## src/rtl/core/gls_pkg.sv

```systemverilog
// package of shared types, sizes and codes for the gas level smoother
`timescale 1ns / 1ps

package gls_pkg;

    // window geometry
    localparam int WINDOW     = 10;
    localparam int SLOT_W     = (WINDOW > 1) ? $clog2(WINDOW) : 1;

    // field widths
    localparam int SAMPLE_W   = 12;
    localparam int LEVEL_W    = 7;
    localparam int DUTY_W     = 8;
    localparam int CLASS_W    = 2;
    localparam int CFG_IDX_W  = 3;
    localparam int CFG_DATA_W = 12;

    // scaling to 0..100
    localparam int FULL_SCALE = 4095;
    localparam int LEVEL_SPAN = 100;
    localparam int SCALED_W   = SAMPLE_W + LEVEL_W;

    // running sum and exact divide by WINDOW via rounded-up reciprocal
    localparam int     SUM_W     = $clog2(WINDOW * LEVEL_SPAN + 1);
    localparam int     DIV_SHIFT = SUM_W + $clog2(WINDOW);
    localparam longint DIV_RECIP = ((longint'(1) << DIV_SHIFT) + WINDOW - 1) / WINDOW;
    localparam int     RECIP_W   = DIV_SHIFT + 1;
    localparam int     PROD_W    = SUM_W + RECIP_W;

    // class codes, also used as buzzer codes
    localparam logic [CLASS_W-1:0] CLS_SAFE     = 2'd0;
    localparam logic [CLASS_W-1:0] CLS_WARNING  = 2'd1;
    localparam logic [CLASS_W-1:0] CLS_CRITICAL = 2'd2;

    // register indexes
    localparam logic [CFG_IDX_W-1:0] CFG_ZERO_OFFSET       = 3'd0;
    localparam logic [CFG_IDX_W-1:0] CFG_WARN_LEVEL        = 3'd1;
    localparam logic [CFG_IDX_W-1:0] CFG_CRITICAL_LEVEL    = 3'd2;
    localparam logic [CFG_IDX_W-1:0] CFG_WARN_FAN_DUTY     = 3'd3;
    localparam logic [CFG_IDX_W-1:0] CFG_CRITICAL_FAN_DUTY = 3'd4;

    // register reset values
    localparam logic [SAMPLE_W-1:0] RST_ZERO_OFFSET       = 12'd0;
    localparam logic [LEVEL_W-1:0]  RST_WARN_LEVEL        = 7'd40;
    localparam logic [LEVEL_W-1:0]  RST_CRITICAL_LEVEL    = 7'd45;
    localparam logic [DUTY_W-1:0]   RST_WARN_FAN_DUTY     = 8'd77;
    localparam logic [DUTY_W-1:0]   RST_CRITICAL_FAN_DUTY = 8'd255;

    typedef struct packed {
        logic               en;
        logic [SLOT_W-1:0]  slot;
    } t_ring_rd;

    typedef struct packed {
        logic               en;
        logic [SLOT_W-1:0]  slot;
        logic [LEVEL_W-1:0] data;
    } t_ring_wr;

    typedef struct packed {
        logic [LEVEL_W-1:0] warn_level;
        logic [LEVEL_W-1:0] critical_level;
        logic [DUTY_W-1:0]  warn_fan_duty;
        logic [DUTY_W-1:0]  critical_fan_duty;
    } t_thresholds;

    typedef struct packed {
        logic [LEVEL_W-1:0] average_level;
        logic [CLASS_W-1:0] level_class;
        logic               valve_close;
        logic [DUTY_W-1:0]  fan_duty;
        logic               lamp_green;
        logic               lamp_yellow;
        logic               lamp_red;
        logic               lamp_valve_status;
        logic [CLASS_W-1:0] buzzer_mode;
        logic               hazard_event;
    } t_result;

endpackage

```

## src/rtl/core/gls_ifs.sv

```systemverilog
// valid/ready channel interfaces for samples, results and register writes
`timescale 1ns / 1ps

interface gls_in_if;
    logic                          valid;
    logic                          ready;
    logic [gls_pkg::SAMPLE_W-1:0]  raw_sample;

    modport source (output valid, output raw_sample, input ready);
    modport sink   (input valid, input raw_sample, output ready);
endinterface

interface gls_out_if;
    logic                          valid;
    logic                          ready;
    logic [gls_pkg::LEVEL_W-1:0]   average_level;
    logic [gls_pkg::CLASS_W-1:0]   level_class;
    logic                          valve_close;
    logic [gls_pkg::DUTY_W-1:0]    fan_duty;
    logic                          lamp_green;
    logic                          lamp_yellow;
    logic                          lamp_red;
    logic                          lamp_valve_status;
    logic [gls_pkg::CLASS_W-1:0]   buzzer_mode;
    logic                          hazard_event;

    modport source (
        output valid, output average_level, output level_class, output valve_close,
        output fan_duty, output lamp_green, output lamp_yellow, output lamp_red,
        output lamp_valve_status, output buzzer_mode, output hazard_event,
        input ready
    );
    modport sink (
        input valid, input average_level, input level_class, input valve_close,
        input fan_duty, input lamp_green, input lamp_yellow, input lamp_red,
        input lamp_valve_status, input buzzer_mode, input hazard_event,
        output ready
    );
endinterface

interface gls_cfg_if;
    logic                            valid;
    logic                            ready;
    logic [gls_pkg::CFG_IDX_W-1:0]   index;
    logic [gls_pkg::CFG_DATA_W-1:0]  data;

    modport source (output valid, output index, output data, input ready);
    modport sink   (input valid, input index, input data, output ready);
endinterface

```

## src/rtl/core/gls_ring.sv

```systemverilog
// sample ring memory with per-slot valid bits and same-slot forwarding
`timescale 1ns / 1ps

module gls_ring (
    input  logic                      i_clk,
    input  logic                      i_rst_n,
    input  gls_pkg::t_ring_rd         i_rd,
    input  gls_pkg::t_ring_wr         i_wr,
    output logic [gls_pkg::LEVEL_W-1:0] o_old_value
);
    import gls_pkg::*;

    logic [LEVEL_W-1:0] mem [WINDOW];
    logic [WINDOW-1:0]  r_valid;
    logic [LEVEL_W-1:0] r_rd_data;
    logic               r_rd_valid;
    logic               r_fwd;
    logic [LEVEL_W-1:0] r_fwd_data;

    always_ff @(posedge i_clk) begin
        if (i_wr.en) begin
            mem[i_wr.slot] <= i_wr.data;
        end
        if (i_rd.en) begin
            r_rd_data  <= mem[i_rd.slot];
            r_fwd_data <= i_wr.data;
        end
    end

    always_ff @(posedge i_clk) begin
        if (!i_rst_n) begin
            r_valid    <= '0;
            r_rd_valid <= 1'b0;
            r_fwd      <= 1'b0;
        end else begin
            if (i_wr.en) begin
                r_valid[i_wr.slot] <= 1'b1;
            end
            if (i_rd.en) begin
                r_rd_valid <= r_valid[i_rd.slot];
                // write to the slot being read in the same cycle
                r_fwd      <= i_wr.en && (i_wr.slot == i_rd.slot);
            end
        end
    end

    assign o_old_value = r_fwd      ? r_fwd_data :
                         r_rd_valid ? r_rd_data  : '0;

endmodule

```

## src/rtl/core/gls_classify.sv

```systemverilog
// level classification, actuator decode and hazard one-shot state
`timescale 1ns / 1ps

module gls_classify (
    input  logic                        i_clk,
    input  logic                        i_rst_n,
    input  logic                        i_load,
    input  logic [gls_pkg::LEVEL_W-1:0] i_level,
    input  gls_pkg::t_thresholds        i_thr,
    output gls_pkg::t_result            o_result
);
    import gls_pkg::*;

    logic               r_hazard;
    logic               n_hazard;
    logic [CLASS_W-1:0] cls;
    logic [DUTY_W-1:0]  duty;
    logic               event_hit;

    always_comb begin
        n_hazard  = r_hazard;
        event_hit = 1'b0;
        priority if (i_level < i_thr.warn_level) begin
            cls      = CLS_SAFE;
            duty     = '0;
            n_hazard = 1'b0;
        end else if (i_level < i_thr.critical_level) begin
            cls  = CLS_WARNING;
            duty = i_thr.warn_fan_duty;
        end else begin
            cls       = CLS_CRITICAL;
            duty      = i_thr.critical_fan_duty;
            event_hit = !r_hazard;
            n_hazard  = 1'b1;
        end
    end

    always_ff @(posedge i_clk) begin
        if (!i_rst_n) begin
            r_hazard <= 1'b0;
        end else if (i_load) begin
            r_hazard <= n_hazard;
        end
    end

    always_comb begin
        o_result.average_level     = i_level;
        o_result.level_class       = cls;
        o_result.valve_close       = (cls == CLS_CRITICAL);
        o_result.fan_duty          = duty;
        o_result.lamp_green        = (cls == CLS_SAFE);
        o_result.lamp_yellow       = (cls == CLS_WARNING);
        o_result.lamp_red          = (cls == CLS_CRITICAL);
        o_result.lamp_valve_status = (cls == CLS_CRITICAL);
        o_result.buzzer_mode       = cls;
        o_result.hazard_event      = event_hit;
    end

endmodule

```

## src/rtl/core/gas_level_smoother_classifier.sv

```systemverilog
// top level of the gas level smoother and classifier
`timescale 1ns / 1ps

// usage
// - i_in carries one raw 12-bit gas sample per word, o_out one result word per
//   sample (average level, class, valve, fan duty, lamps, buzzer, hazard pulse)
// - i_cfg writes one register per word; it is always ready; the user must only write
//   it while no sample is in flight, and the block itself does not enforce this
// - four-stage pipeline: each accepted sample passes in turn through the scaled,
//   sum, level and output registers before o_out presents its result
// - throughput is one sample per cycle while o_out.ready is high; each stage
//   holds one word and the ring memory is read at accept and written one stage
//   later, so consecutive samples never wait on each other
// - a stalled receiver holds the output register; stages behind it keep
//   filling until the pipeline is full, then i_in.ready drops
// - reset clears the ring valid bits (empty slots read as zero), the write
//   slot, the running sum, the hazard flag and the configuration registers to
//   their default values; the block is ready as soon as reset is released

module gas_level_smoother_classifier (
    input  logic      i_clk,
    input  logic      i_rst_n,
    gls_in_if.sink    i_in,
    gls_out_if.source o_out,
    gls_cfg_if.sink   i_cfg
);
    import gls_pkg::*;

    // configuration registers
    logic [SAMPLE_W-1:0] r_zero_offset;
    t_thresholds         r_thr;

    // pipeline valids
    logic r_v1, r_v2, r_v3, r_v4;
    logic rdy1, rdy2, rdy3, rdy4;
    logic accept, mv1, mv2, mv3;

    // stage 0: offset removal and scale to 0..100
    logic [SAMPLE_W-1:0] diff;
    logic [SCALED_W-1:0] scaled_prod;
    logic [LEVEL_W-1:0]  q_lo;
    logic [SAMPLE_W:0]   q_rem;
    logic [LEVEL_W-1:0]  n_scaled;

    // ring slot and stage registers
    logic [SLOT_W-1:0]   r_slot;
    logic [SLOT_W-1:0]   r_slot1;
    logic [LEVEL_W-1:0]  r_scaled1;
    logic [SUM_W-1:0]    r_sum;
    logic [SUM_W-1:0]    n_sum;
    logic [SUM_W-1:0]    r_sum2;
    logic [PROD_W-1:0]   div_prod;
    logic [LEVEL_W-1:0]  r_level3;
    t_result             r_out;
    t_result             n_out;

    t_ring_rd            ring_rd;
    t_ring_wr            ring_wr;
    logic [LEVEL_W-1:0]  old_value;

    // handshakes, each stage moves when the next one is free or moving
    assign rdy4   = !r_v4 || o_out.ready;
    assign rdy3   = !r_v3 || rdy4;
    assign rdy2   = !r_v2 || rdy3;
    assign rdy1   = !r_v1 || rdy2;
    assign accept = i_in.valid && rdy1;
    assign mv1    = r_v1 && rdy2;
    assign mv2    = r_v2 && rdy3;
    assign mv3    = r_v3 && rdy4;

    assign i_in.ready  = rdy1;
    assign i_cfg.ready = 1'b1;

    // configuration writes
    always_ff @(posedge i_clk) begin
        if (!i_rst_n) begin
            r_zero_offset         <= RST_ZERO_OFFSET;
            r_thr.warn_level        <= RST_WARN_LEVEL;
            r_thr.critical_level    <= RST_CRITICAL_LEVEL;
            r_thr.warn_fan_duty     <= RST_WARN_FAN_DUTY;
            r_thr.critical_fan_duty <= RST_CRITICAL_FAN_DUTY;
        end else if (i_cfg.valid) begin
            unique case (i_cfg.index)
                CFG_ZERO_OFFSET:       r_zero_offset <= i_cfg.data[SAMPLE_W-1:0];
                CFG_WARN_LEVEL:        r_thr.warn_level <= i_cfg.data[LEVEL_W-1:0];
                CFG_CRITICAL_LEVEL:    r_thr.critical_level <= i_cfg.data[LEVEL_W-1:0];
                CFG_WARN_FAN_DUTY:     r_thr.warn_fan_duty <= i_cfg.data[DUTY_W-1:0];
                CFG_CRITICAL_FAN_DUTY: r_thr.critical_fan_duty <= i_cfg.data[DUTY_W-1:0];
                default: ;
            endcase
        end
    end

    // x*100/4095: take x*100/4096, then one correction since the
    // remainder against 4095 stays below twice the divisor
    always_comb begin
        diff        = (i_in.raw_sample > r_zero_offset) ?
                      (i_in.raw_sample - r_zero_offset) : '0;
        scaled_prod = SCALED_W'(diff) * SCALED_W'(LEVEL_SPAN);
        q_lo        = scaled_prod[SCALED_W-1:SAMPLE_W];
        q_rem       = {1'b0, scaled_prod[SAMPLE_W-1:0]} + (SAMPLE_W+1)'(q_lo);
        n_scaled    = (q_rem >= (SAMPLE_W+1)'(FULL_SCALE)) ? (q_lo + 1'b1) : q_lo;
    end

    // ring memory: read the slot at accept, write it back one stage later
    assign ring_rd.en   = accept;
    assign ring_rd.slot = r_slot;
    assign ring_wr.en   = mv1;
    assign ring_wr.slot = r_slot1;
    assign ring_wr.data = r_scaled1;

    gls_ring u_ring (
        .i_clk       (i_clk),
        .i_rst_n     (i_rst_n),
        .i_rd        (ring_rd),
        .i_wr        (ring_wr),
        .o_old_value (old_value)
    );

    // drop the oldest sample, add the new one
    assign n_sum = r_sum - SUM_W'(old_value) + SUM_W'(r_scaled1);

    // floor(sum / WINDOW) through an exact reciprocal multiply
    assign div_prod = PROD_W'(r_sum2) * PROD_W'(DIV_RECIP);

    gls_classify u_classify (
        .i_clk    (i_clk),
        .i_rst_n  (i_rst_n),
        .i_load   (mv3),
        .i_level  (r_level3),
        .i_thr    (r_thr),
        .o_result (n_out)
    );

    // control state
    always_ff @(posedge i_clk) begin
        if (!i_rst_n) begin
            r_v1   <= 1'b0;
            r_v2   <= 1'b0;
            r_v3   <= 1'b0;
            r_v4   <= 1'b0;
            r_slot <= '0;
            r_sum  <= '0;
        end else begin
            if (rdy1) r_v1 <= i_in.valid;
            if (rdy2) r_v2 <= r_v1;
            if (rdy3) r_v3 <= r_v2;
            if (rdy4) r_v4 <= r_v3;
            if (accept) begin
                r_slot <= (r_slot == SLOT_W'(WINDOW - 1)) ? '0 : (r_slot + 1'b1);
            end
            if (mv1) r_sum <= n_sum;
        end
    end

    // payload stages
    always_ff @(posedge i_clk) begin
        if (accept) begin
            r_scaled1 <= n_scaled;
            r_slot1   <= r_slot;
        end
        if (mv1) r_sum2   <= n_sum;
        if (mv2) r_level3 <= div_prod[DIV_SHIFT +: LEVEL_W];
        if (mv3) r_out    <= n_out;
    end

    assign o_out.valid             = r_v4;
    assign o_out.average_level     = r_out.average_level;
    assign o_out.level_class       = r_out.level_class;
    assign o_out.valve_close       = r_out.valve_close;
    assign o_out.fan_duty          = r_out.fan_duty;
    assign o_out.lamp_green        = r_out.lamp_green;
    assign o_out.lamp_yellow       = r_out.lamp_yellow;
    assign o_out.lamp_red          = r_out.lamp_red;
    assign o_out.lamp_valve_status = r_out.lamp_valve_status;
    assign o_out.buzzer_mode       = r_out.buzzer_mode;
    assign o_out.hazard_event      = r_out.hazard_event;

endmodule
```

## src/flat_wrapper.sv

```systemverilog
// flat-port wrapper written by rule: the top's interface ports become plain ports
module gas_level_smoother_classifier_flat import gls_pkg::*;
  (i_clk, i_rst_n, i_in_valid, i_in_raw_sample, i_in_ready, o_out_valid, o_out_average_level, o_out_level_class, o_out_valve_close, o_out_fan_duty, o_out_lamp_green, o_out_lamp_yellow, o_out_lamp_red, o_out_lamp_valve_status, o_out_buzzer_mode, o_out_hazard_event, o_out_ready, i_cfg_valid, i_cfg_index, i_cfg_data, i_cfg_ready);
  gls_in_if i_in_i ();
  gls_out_if o_out_i ();
  gls_cfg_if i_cfg_i ();
  input  logic i_clk;
  input  logic i_rst_n;
  input wire logic [$bits(i_in_i.valid)-1:0] i_in_valid;
  input wire logic [$bits(i_in_i.raw_sample)-1:0] i_in_raw_sample;
  output wire logic [$bits(i_in_i.ready)-1:0] i_in_ready;
  output wire logic [$bits(o_out_i.valid)-1:0] o_out_valid;
  output wire logic [$bits(o_out_i.average_level)-1:0] o_out_average_level;
  output wire logic [$bits(o_out_i.level_class)-1:0] o_out_level_class;
  output wire logic [$bits(o_out_i.valve_close)-1:0] o_out_valve_close;
  output wire logic [$bits(o_out_i.fan_duty)-1:0] o_out_fan_duty;
  output wire logic [$bits(o_out_i.lamp_green)-1:0] o_out_lamp_green;
  output wire logic [$bits(o_out_i.lamp_yellow)-1:0] o_out_lamp_yellow;
  output wire logic [$bits(o_out_i.lamp_red)-1:0] o_out_lamp_red;
  output wire logic [$bits(o_out_i.lamp_valve_status)-1:0] o_out_lamp_valve_status;
  output wire logic [$bits(o_out_i.buzzer_mode)-1:0] o_out_buzzer_mode;
  output wire logic [$bits(o_out_i.hazard_event)-1:0] o_out_hazard_event;
  input wire logic [$bits(o_out_i.ready)-1:0] o_out_ready;
  input wire logic [$bits(i_cfg_i.valid)-1:0] i_cfg_valid;
  input wire logic [$bits(i_cfg_i.index)-1:0] i_cfg_index;
  input wire logic [$bits(i_cfg_i.data)-1:0] i_cfg_data;
  output wire logic [$bits(i_cfg_i.ready)-1:0] i_cfg_ready;
  assign i_in_i.valid = i_in_valid;
  assign i_in_i.raw_sample = i_in_raw_sample;
  assign i_in_ready = i_in_i.ready;
  assign o_out_valid = o_out_i.valid;
  assign o_out_average_level = o_out_i.average_level;
  assign o_out_level_class = o_out_i.level_class;
  assign o_out_valve_close = o_out_i.valve_close;
  assign o_out_fan_duty = o_out_i.fan_duty;
  assign o_out_lamp_green = o_out_i.lamp_green;
  assign o_out_lamp_yellow = o_out_i.lamp_yellow;
  assign o_out_lamp_red = o_out_i.lamp_red;
  assign o_out_lamp_valve_status = o_out_i.lamp_valve_status;
  assign o_out_buzzer_mode = o_out_i.buzzer_mode;
  assign o_out_hazard_event = o_out_i.hazard_event;
  assign o_out_i.ready = o_out_ready;
  assign i_cfg_i.valid = i_cfg_valid;
  assign i_cfg_i.index = i_cfg_index;
  assign i_cfg_i.data = i_cfg_data;
  assign i_cfg_ready = i_cfg_i.ready;
  gas_level_smoother_classifier u_core (.i_clk(i_clk), .i_rst_n(i_rst_n), .i_in(i_in_i), .o_out(o_out_i), .i_cfg(i_cfg_i));
endmodule
```

## config.mk

```make
export PLATFORM = sky130hd
export DESIGN_NAME = gas_level_smoother_classifier_flat
export DESIGN_NICKNAME = d
export VERILOG_FILES = /design/src/rtl/core/gls_pkg.sv /design/src/rtl/core/gls_ifs.sv /design/src/rtl/core/gls_ring.sv /design/src/rtl/core/gls_classify.sv /design/src/rtl/core/gas_level_smoother_classifier.sv /design/src/flat_wrapper.sv
export SDC_FILE = /design/constraint.sdc
export NUM_CORES = 1
export LEC_CHECK = 0
export ABC_AREA = 1
export BUFFER_PORTS_ARGS = -buffer_cell sky130_fd_sc_hd__buf_2
export CAP_MARGIN = 20
export CORE_ASPECT_RATIO = 2
export CORE_UTILIZATION = 38
export CTS_CLUSTER_SIZE = 40
export DETAILED_ROUTE_END_ITERATION = 16
export GPL_ROUTABILITY_DRIVEN = 0
export RECOVER_POWER = 25
export REMOVE_ABC_BUFFERS = 1
export SETUP_SLACK_MARGIN = 0.02
export SLEW_MARGIN = 30
export SYNTH_ARGS = -nofsm -noshare
export SYNTH_HDL_FRONTEND = slang
export SYNTH_SLANG_ARGS = --single-unit
```

## constraint.sdc

```tcl
create_clock -name i_clk -period 8.2 [get_ports i_clk]
set_clock_uncertainty 0.1 [all_clocks]
set_input_delay 0.41 -clock i_clk [delete_from_list [all_inputs] [get_ports i_clk]]
set_output_delay 0.41 -clock i_clk [all_outputs]
set_load 0.01 [all_outputs]
```

Yosys cells after proc, flatten, opt, wreduce, memory -nomap -nowiden
Memories as Yosys holds them, arrays and structs flattened. A register that Yosys moved wholly into a read port is not among the register bits.
Cells that the tools add are included.

operators by class
  eq/ne operators = 9
  magnitude comparators = 7
  reductions and logical operators = 24
  add/sub/neg operators = 6
  $mul = 2
  multiplexer cells = 16
  bitwise gates (word level) = 1

operators by type and width
  kind                                                                  number
  multiplier 10 x 11 -> 21 bit (second input constant)                  1
  2-to-1 mux 7 bit                                                      3
  multiplier 12 x 5 -> 17 bit (second input constant)                   1
  less-than comparator 7 bit                                            2
  adder 12 x 7 -> 13 bit                                                1
  greater-or-equal comparator 13 x 12 -> 1 bit (second input constant)  1
  greater-than comparator 12 bit                                        1
  2-to-1 mux 12 bit                                                     1
  AND reduction 2 bit                                                   6
  subtractor 12 bit                                                     1
  adder 10 x 7 -> 10 bit                                                1
  less-than comparator 4 x 5 -> 1 bit (second input constant)           2
  bitwise OR 10 bit                                                     1
  subtractor 10 x 7 -> 10 bit                                           1
  2-to-1 mux 8 bit                                                      1
  adder 7 x 1 -> 7 bit (second input constant)                          1
  equality test 3 x 2 -> 1 bit (second input constant)                  2
  logical AND 1 bit                                                     6
  2-to-1 mux 1 bit                                                      6
  logical NOT 1 bit                                                     5
  adder 4 x 1 -> 4 bit (second input constant)                          1
  binary-select mux 1 bit (select 4 bit)                                1
  demux 1 bit (select 4 bit)                                            1
  equality test 4 bit                                                   1
  other kinds (13)                                                      17

word-level totals
  input port bits = 32
  memories = 1
  flip-flop bits (word level) = 129
  output and inout bits = 28
  logic and storage cells = 93
  bits in writable memories = 70

memory list
  memory             depth  bits a word  read ports  clocked after Yosys merged registers in  write ports  RTL line        RTL
  u_core.u_ring.mem  10     7            1           1                                        1            gls_ring.sv:13  logic [LEVEL_W-1:0] mem [WINDOW];

Logic depth before layout (Yosys ltp)
Gate-level depths: netlist of the first run.

  depth after elaboration = 7
  gate-level depth with buffers = 39
  mapped depth without buffers = 39

Modules after synthesis
A second synthesis of the first run with hierarchy kept.

unflattened totals
  cell total of the unflattened synthesis = 1500
  area, all modules = 13306.5 um2

modules (own cells, without submodules)
  module                         area an instance (um2)  times used  cells each  sequential area each (um2)
  gas_level_smoother_classifier  8737.1                  1           1049        2792.7
  gls_ring                       3878.7                  1           342         2762.6
  gls_classify                   690.7                   1           109         20.0

Least setup slack after synthesis of the first run
No wires, ideal clock.

  path kind = input -> register
  start point = input i_in_raw_sample[0]
  end point = register u_core.r_scaled1[2], data pin
  arrival = 5.222 ns
  slack = 2.625 ns
  buffers on the path = 0
  required time = 7.848 ns
  stages = 35
  library setup time = 0.252 ns
  path through = inv_1 > ha_1 > fa_1 > inv_1 > nand3_1 > nand2_1 > nand2_1 > nand3_2 > nand2_1 > inv_1 > nand3_1 > inv_1 > ha_1 > ha_1 > inv_1 > fa_1 > inv_1 > ha_1 > a21oi_1 > o21ai_0 > a21oi_1 > xnor2_2 > ha_1 > ha_1 > nand2_1 > inv_1 > nand3_1 > nand2_1 > nand2_1 > nor2_4 > nand3_2 > nand2_4 > nand3_4 > nand2_1 > nand2_1

between the ends
  longest elaborated chain between the ends = 6
  elaborated cells between the ends (all ways) = 8
  classes of those cells = add/sub (3); mul (1); order compare (2); mux (2)

ends and longest elaborated chain
  item                                                                 RTL line                                                                  RTL
  start, declared                                                      flat_wrapper.sv:10                                                        input wire logic [$bits(i_in_i.raw_sample)-1:0] i_in_raw_sample;
  subtractor 12 bit or greater-than comparator 12 bit (tied branches)  gas_level_smoother_classifier.sv:98, gas_level_smoother_classifier.sv:97
  2-to-1 mux 12 bit (*)                                                gas_level_smoother_classifier.sv:97                                       diff = (i_in.raw_sample > r_zero_offset) ?
  multiplier 12 x 5 -> 17 bit (*)                                      gas_level_smoother_classifier.sv:99                                       scaled_prod = SCALED_W'(diff) * SCALED_W'(LEVEL_SPAN);
  adder 12 x 7 -> 13 bit                                               gas_level_smoother_classifier.sv:101                                      q_rem = {1'b0, scaled_prod[SAMPLE_W-1:0]} + (SAMPLE_W+1)'(q_lo);
  greater-or-equal comparator 13 x 12 -> 1 bit                         gas_level_smoother_classifier.sv:102                                      n_scaled = (q_rem >= (SAMPLE_W+1)'(FULL_SCALE)) ? (q_lo + 1'b1) : q_lo;
  2-to-1 mux 7 bit (*)                                                 gas_level_smoother_classifier.sv:102
  net u_core.n_scaled[2]                                               gas_level_smoother_classifier.sv:43                                       logic [LEVEL_W-1:0] n_scaled;
  end signal, assigned                                                 gas_level_smoother_classifier.sv:159                                      r_scaled1 <= n_scaled;
  end, declared                                                        gas_level_smoother_classifier.sv:48                                       logic [LEVEL_W-1:0] r_scaled1;

Mark *: on every way through the listed nets, which the timed path passes. The rest lies on a longest branch.
A chain may end at the register's enable or synchronous reset.

Final worst setup path of the first run
  start point = register u_core.r_zero_offset[0]
  end point = register u_core.r_scaled1[4], data pin

between the ends
  longest elaborated chain between the ends = 6
  elaborated cells between the ends (all ways) = 8
  classes of those cells = add/sub (3); mul (1); order compare (2); mux (2)

ends and longest elaborated chain
  item                                                                 RTL line                                                                  RTL
  start, declared                                                      gas_level_smoother_classifier.sv:30                                       logic [SAMPLE_W-1:0] r_zero_offset;
  start signal, assigned                                               gas_level_smoother_classifier.sv:84                                       CFG_ZERO_OFFSET: r_zero_offset <= i_cfg.data[SAMPLE_W-1:0];
  subtractor 12 bit or greater-than comparator 12 bit (tied branches)  gas_level_smoother_classifier.sv:98, gas_level_smoother_classifier.sv:97
  2-to-1 mux 12 bit (*)                                                gas_level_smoother_classifier.sv:97
  multiplier 12 x 5 -> 17 bit (*)                                      gas_level_smoother_classifier.sv:99
  adder 12 x 7 -> 13 bit                                               gas_level_smoother_classifier.sv:101
  greater-or-equal comparator 13 x 12 -> 1 bit                         gas_level_smoother_classifier.sv:102
  2-to-1 mux 7 bit (*)                                                 gas_level_smoother_classifier.sv:102
  net u_core.n_scaled[4]                                               gas_level_smoother_classifier.sv:43

Marks and branches as above.

==> impl_results.md, run 1 <==
- Status: finished, final reports clean
- Port bufs: 58
- Final worst-path cycle share: 0.728
- First-pass GRT wire length: 46300 um
- Detailed Route WL: 28700 um
- Critical Path RT: 8.36 ns
- Hold WC Path Type: primary input to flop
- Average wire per standard cell: 15.5 um
- Syn-to-layout area delta: 10.9%
- Post-synth EDFFs: 131
- Post-CTS Setup Repair Bufs: 0
- Worst-Margin Slew: 1.43 ns
- Longest Clk Path Bufs: 3
- Setup_tns: 0 ns
- Clk_lat worst skew: 0.50 ns
- Synth Warn #: 0
- Cts hold-fix bufs: 0
- Ys flop type: edfxtp_1
- Row count: 93
- Post-synthesis area per instance: 9.29 sq um
- Critical Path End Type: flop
- Gr ovfl total: 0
- Initial Util: 0.388
- Syn Std Cell Area: 12600 sq um
- Async SR Flop Fraction: 0
- Max cap viols: 0
- CP startpoint kind: flop
- Yosys top cell by area: edfxtp_1
- Sequential share of the synthesized area: 0.430
- Die Ht: 259 um
- Met2 Routed Length: 17000 um
- Wire length on met1: 9990 um
- Worst path slowest cell: fa_1
- Post-synth top area share: 0.313
- Hold Vio Cnt, Final: 0
- #FFs+latches synth: 204
- Crit path max fanout: 8
- Top sig layer: met4
- Antenna Violating Nets Remaining: 0
- Crit path largest cell delay: 0.50 ns
- Share of cells above drive strength 1: 0.0928
- Area post-placement: 13300 sq um
- TritonCTS clock tree: built
- CTS H-tree lvls: 1
- Buffer type at the clock tree root: clkbuf_16
- Clock period minus worst slack: 5.97 ns
- # IOs: 60
- Post-cts gate resize count: 0
- Core outline area: 32300 sq um
- WL met3: 599 um
- DR DRC count: 0
- R2R Setup Slk: 2.23 ns
- Worst setup margin: 2.23 ns
- Pins over their slew limit: 0
- WP data arrival: 6.13 ns
- Post-Syn Instances: 1352
- DP HPWL: 22400 um
- Main area contributors after synthesis: edfxtp_1 (31%), ha_1 (13%), dfxtp_1 (12%)
- Die X: 131 um
- CP Class: flop to flop
- Vias: 9189
- Vias in the first global route: 9583
- Worst-path clk slew: 0.06 ns
- Buf/Inv on CP: 6
- Largest net degree at the start of global routing: 57
- Clk sinks: 204
- Finished Cell Area: 13900 sq um
- CP top delay family: adder cells
- Worst slew margin: 0.0466
- RSZ-0062 raised after global routing: false
- DP Worst Slack: 2.02 ns
- Number of CTS-inserted buffers: 20
- Post-layout nets: 1619
- Max Clk Rate: 167 MHz
- Die Area: 33800 sq um
- CP dominant cell by count: nand2_1
- Drt initial violations: 346
- Yosys cell types: 46
- Via density per instance: 4.97
- Antenna violations before repair: 0
- Final setup viols: 0
- All-Layer GR Usage: 0.176
- Total iterations of the first detailed-routing run: 5
[Yosys cell counts, types with 2 or more instances]
master,count
ha_1,135
dfxtp_1,73
a31oi_1,3
nand2_2,8
nor2_2,3
o2111ai_1,6
a211oi_1,4
edfxtp_1,131
nand4_1,9
buf_4,7
fa_1,44
nand3_2,4
a21o_1,2
a21oi_1,90
xnor2_1,12
nor2_1,110
a221oi_1,11
inv_1,239
nor3_1,4
nand3_1,56
xor2_1,22
nand2_1,191
nand3_4,2
clkinv_1,4
o211ai_1,16
o21a_1,12
or2_2,6
o221ai_1,2
o21ai_0,92
o31ai_1,2
o21bai_1,2
o22ai_1,8
clkbuf_1,25
inv_2,5
[cells by family after synthesis]
family / after synthesis / synth area share
xor gates and xnor gates: 36 / 0.0263
and+or+nand+nor: 400 / 0.138
buffers and inverters: 280 / 0.0858
other: 1 / 0.000299
adders and majority gates: 179 / 0.205
DFF: 204 / 0.430
AOI/OAI and AO/OA: 252 / 0.116
[tightest hold or removal path, cell delays in order]
cell and delay, ns:
buf_2 0.09, nand2_1 0.05, o211ai_1 0.07
[stage by stage]
| step | instances | utilization | hold slack, ns |
|---|---|---|---|
| after global routing | 1849 | 0.431 | 0.102 |
| after CTS | 1849 | 0.431 | 0.0487 |
| after global placement | 1813 | 0.411 | 0.341 |
| after detailed placement | 1813 | 0.411 | 0.346 |
| final | 1850 | 0.431 | 0.0652 |
| after floorplan | 1320 | - | 0.326 |
[layer usage]
metal,up-vias,track usage
met2,144,0.365
met3,68,0.0161
met5,-,0
met1,4373,0.164
li1,4604,-
met4,0,0.0811
[final timing paths]
| check | from | endpoint | depth (start not counted) |
|---|---|---|---|
| max | u_core.r_zero_offset[0] | u_core.r_scaled1[4] | 34 |
| min | i_cfg_data[7] | u_core.r_thr[7] | 3 |
| max reg2reg | u_core.r_zero_offset[0] | u_core.r_scaled1[4] | 34 |
| min reg2reg | u_core.r_thr[12] | u_core.r_thr[12] | 2 |
[cell type report]
type                    instances  area [sq um]
fillers                      3259         18400
repair buffers                 66           339
inverters                     248           931
well taps                     427           534
clock buffers                  26           544
diodes                          1          2.50
flip-flops and latches        204          5400
multi-input cells             868          6100
clock inverters                10          90.1
[layout by cell type (no fill, tap or decap), drive strengths merged, types with 3 or more instances in the layout]
cell / synthesis / routed
a211oi: 4 / 4
a21oi: 91 / 91
a221oi: 11 / 11
a31oi: 3 / 3
buf: 7 / 63
clkbuf: 25 / 29
clkinv: 4 / 9
clkinvlp: 0 / 3
dfxtp: 73 / 73
edfxtp: 131 / 131
fa: 44 / 44
ha: 135 / 135
inv: 244 / 245
nand2: 200 / 200
nand3: 62 / 62
nand4: 9 / 9
nor2: 114 / 114
nor3: 5 / 5
o2111ai: 6 / 6
o211ai: 16 / 16
o21a: 12 / 12
o21ai: 93 / 93
o22ai: 8 / 8
or2: 6 / 6
xnor2: 13 / 13
xor2: 23 / 23
[flip-flops by register name, summed over array words and instances (netlist names), 8 cells and up]
name,cells
u_core.r_sum,10
u_core.r_sum2,10
u_core.r_thr,30
u_core.r_zero_offset,12
u_core.o_out.fan_duty,8
u_core.u_ring.mem,70
u_core.u_ring.r_valid,10
Power of run 1 is not shown: default switching activity piles up to over one toggle a cycle in this logic, so the estimate is an artifact.
==> run 2: changes to the inputs <==
==> constraint.sdc (replaced) <==
create_clock -name i_clk -period 4.8 [get_ports i_clk]
set_clock_uncertainty 0.1 [all_clocks]
set_input_delay 0.24 -clock i_clk [delete_from_list [all_inputs] [get_ports i_clk]]
set_output_delay 0.24 -clock i_clk [all_outputs]
set_load 0.01 [all_outputs]
==> run 2 against run 1 <==
Effect of this change:
- the flow now finishes with violations (setup timing)
- sequential share of layout area shrank 4.5 points
- critical path depth shrank 1
- fmax increased by 14%
- register-to-register slack worse by 2.7 ns
- die area unchanged
- non-clock buffer count increased by 145
- sequential cell count stayed put
- count of clock-buffer cells in the layout shrank 5
- hold slack lost 0.016 ns
==> impl_results.md, run 2 (synthesis results as in run 1) <==
- Status: complete, but fails checks
- Failing checks: setup timing
- Antenna Violating Nets Remaining: 0 (unchanged)
- Antenna violations before repair: 0 (unchanged)
- Via density per instance: 4.90 (-1.3%)
- Hold Vio Cnt, Final: 0 (unchanged)
- Final antenna diode count: 0 (-1)
- Critical Path End Type: flop
- Commonest non-fill, non-tap cell in the layout: inv_1
- Area post-placement: 14100 sq um (+6.4%)
- Drt initial violations: 351 (+1.4%)
- Pins over their slew limit: 0 (unchanged)
- TritonCTS clock tree: built
- Initial Util: 0.388 (unchanged)
- Max Clk Rate: 191 MHz (+14%)
- FILL cells: 3055 (-6.3%)
- Final worst-path cycle share: 1.09 (+0.362)
- Max cap viols: 0 (unchanged)
- Port bufs: 58 (unchanged)
- Syn-to-layout area delta: 25.5%
- CTS H-tree lvls: 1 (unchanged)
- Area occupied by multi-input gates: 6780 sq um (+11%)
- Worst path slowest cell: fa_1
- Final setup viols: 7 (+7)
- # IOs: 60 (unchanged)
- Detailed Route WL: 30500 um (+6.1%)
- Largest net degree at the start of global routing: 57 (unchanged)
- Core outline area: 32300 sq um (unchanged)
- Worst slew margin: 0.315 (+0.269)
- Crit path max fanout: 7 (-1)
- Worst setup margin: -0.432 ns (-2.66 ns)
- Commonest non-fill, non-tap cells in the layout: inv_1 (224), nand2_1 (161), buf_4 (134)
- Clock period minus worst slack: 5.23 ns (-0.741 ns)
- Gr ovfl total: 0 (unchanged)
- Average wire per standard cell: 15.3 um (-1.3%)
- Share of cells above drive strength 1: 0.241 (+0.148)
- Max FFs per register: 70 (unchanged)
- All-Layer GR Usage: 0.183 (+0.00672)
- CP Class: flop to flop
- DP Worst Slack: -0.778 ns (-2.79 ns)
- Number of CTS-inserted buffers: 18 (-10%)
- Post-layout nets: 1762 (+8.8%)
- Row count: 93 (unchanged)
- DP HPWL: 23600 um (+5.2%)
- Die Ht: 259 um (unchanged)
- Critical Path RT: 4.95 ns (-3.41 ns)
- Worst-Margin Slew: 1.02 ns (-0.407 ns)
- Longest Clk Path Bufs: 3 (unchanged)
- Finished Cell Area: 15800 sq um (+13%)
- Die Area: 33800 sq um (unchanged)
- First-pass GRT wire length: 48100 um (+3.9%)
- Placed Cells: 1924 (+6.1%)
- Clk_lat worst skew: 0.49 ns (about the same)
- Biggest regs: u_core.u_ring.mem (70), u_core.r_thr (30), u_core.r_zero_offset (12)
- Most flop-heavy register: u_core.u_ring.mem
- FF+latch area: 5400 sq um (about the same)
- Hold WC Path Type: primary input to flop
- Total iterations of the first detailed-routing run: 4 (-1)
- Buffer type at the clock tree root: clkbuf_16
- WP data arrival: 5.38 ns (-0.75 ns)
- Worst-path clk slew: 0.07 ns (about the same)
- CP startpoint kind: flop
- Min Hold Slack: 0.0487 ns (-0.0164 ns)
- DR DRC count: 0 (unchanged)
- Die X: 131 um (unchanged)
- Vias: 9760 (+6.2%)
- Vias in the first global route: 9929 (+3.6%)
- Final Instance Count excl. Fillers: 1990 (+7.6%)
- Clk sinks: 204 (unchanged)
- Crit path largest cell delay: 0.51 ns (about the same)
- RSZ-0062 raised after global routing: true
[run 2: cell count changes in the layout (fill, tap and decap cells not counted), sizes merged]
cell         previous run  this run
buf                    63       192
bufinv                  1         2
clkbuf                 29        26
clkinv                  9         8
clkinvlp                3         2
diode                   1         0
dlygate4sd3             0        14
inv                   245       247
[run 2: critical path: cells and delay by family, from the launching register on]
family | cells | cell delay [ns]
AOI/OAI and AO/OA | 3 | 0.30
xor gates and xnor gates | 2 | 0.33
adders and majority gates | 8 | 2.25
buffers and inverters | 6 | 0.44
DFF | 1 | 0.34
and+or+nand+nor | 14 | 1.22
[run 2: through the flow]
step	util	setup TNS, ns
floorplan	-	-4.31
finish	0.487	-2.95
global route	0.487	-4.92
CTS	0.472	-3.27
detailed placement	0.437	-5.50
global placement	0.437	-4.58
[run 2: final timing paths]
kind / startpoint / to / slack, ns / depth (start not counted)
worst max-delay path: u_core.r_zero_offset[0] / u_core.r_scaled1[3] / -0.43 / 33
worst min register to register: u_core.r_thr[13] / u_core.r_thr[13] / 0.36 / 2
worst min-delay path: i_cfg_index[1] / u_core.r_thr[28] / 0.05 / 3
worst max register to register: u_core.r_zero_offset[0] / u_core.r_scaled1[3] / -0.43 / 33
[run 2: timing repair]
| action | 4_1_cts | 5_1_grt |
|---|---|---|
| endpoints found under the hold margin | 34 | 0 |
| hold buffers | 14 | 0 |
| resized for setup | 64 | 81 |
| setup endpoints to repair | 9 | 12 |
| pin swaps | 51 | 64 |
| buffers inserted | 6 | 15 |
[run 2: cell type report]
cell class	count	area share
sequential	204	0.343
inverter	248	0.0592
clock inverter	11	0.00786
clock buffer	21	0.0320
tap	427	0.0339
timing repair buffer	211	0.0945
multi-input combinational	868	0.430
[run 2: per-layer routing]
layer | global-route usage | vias to the layer above | share of wire
li1 | - | 4892 | -
met1 | 0.163 | 4651 | 0.34
met2 | 0.383 | 138 | 0.60
met3 | 0.0150 | 79 | 0.019
met4 | 0.0932 | 0 | 0.049
met5 | 0 | - | 0
Power of run 2 is left out for the same reason.
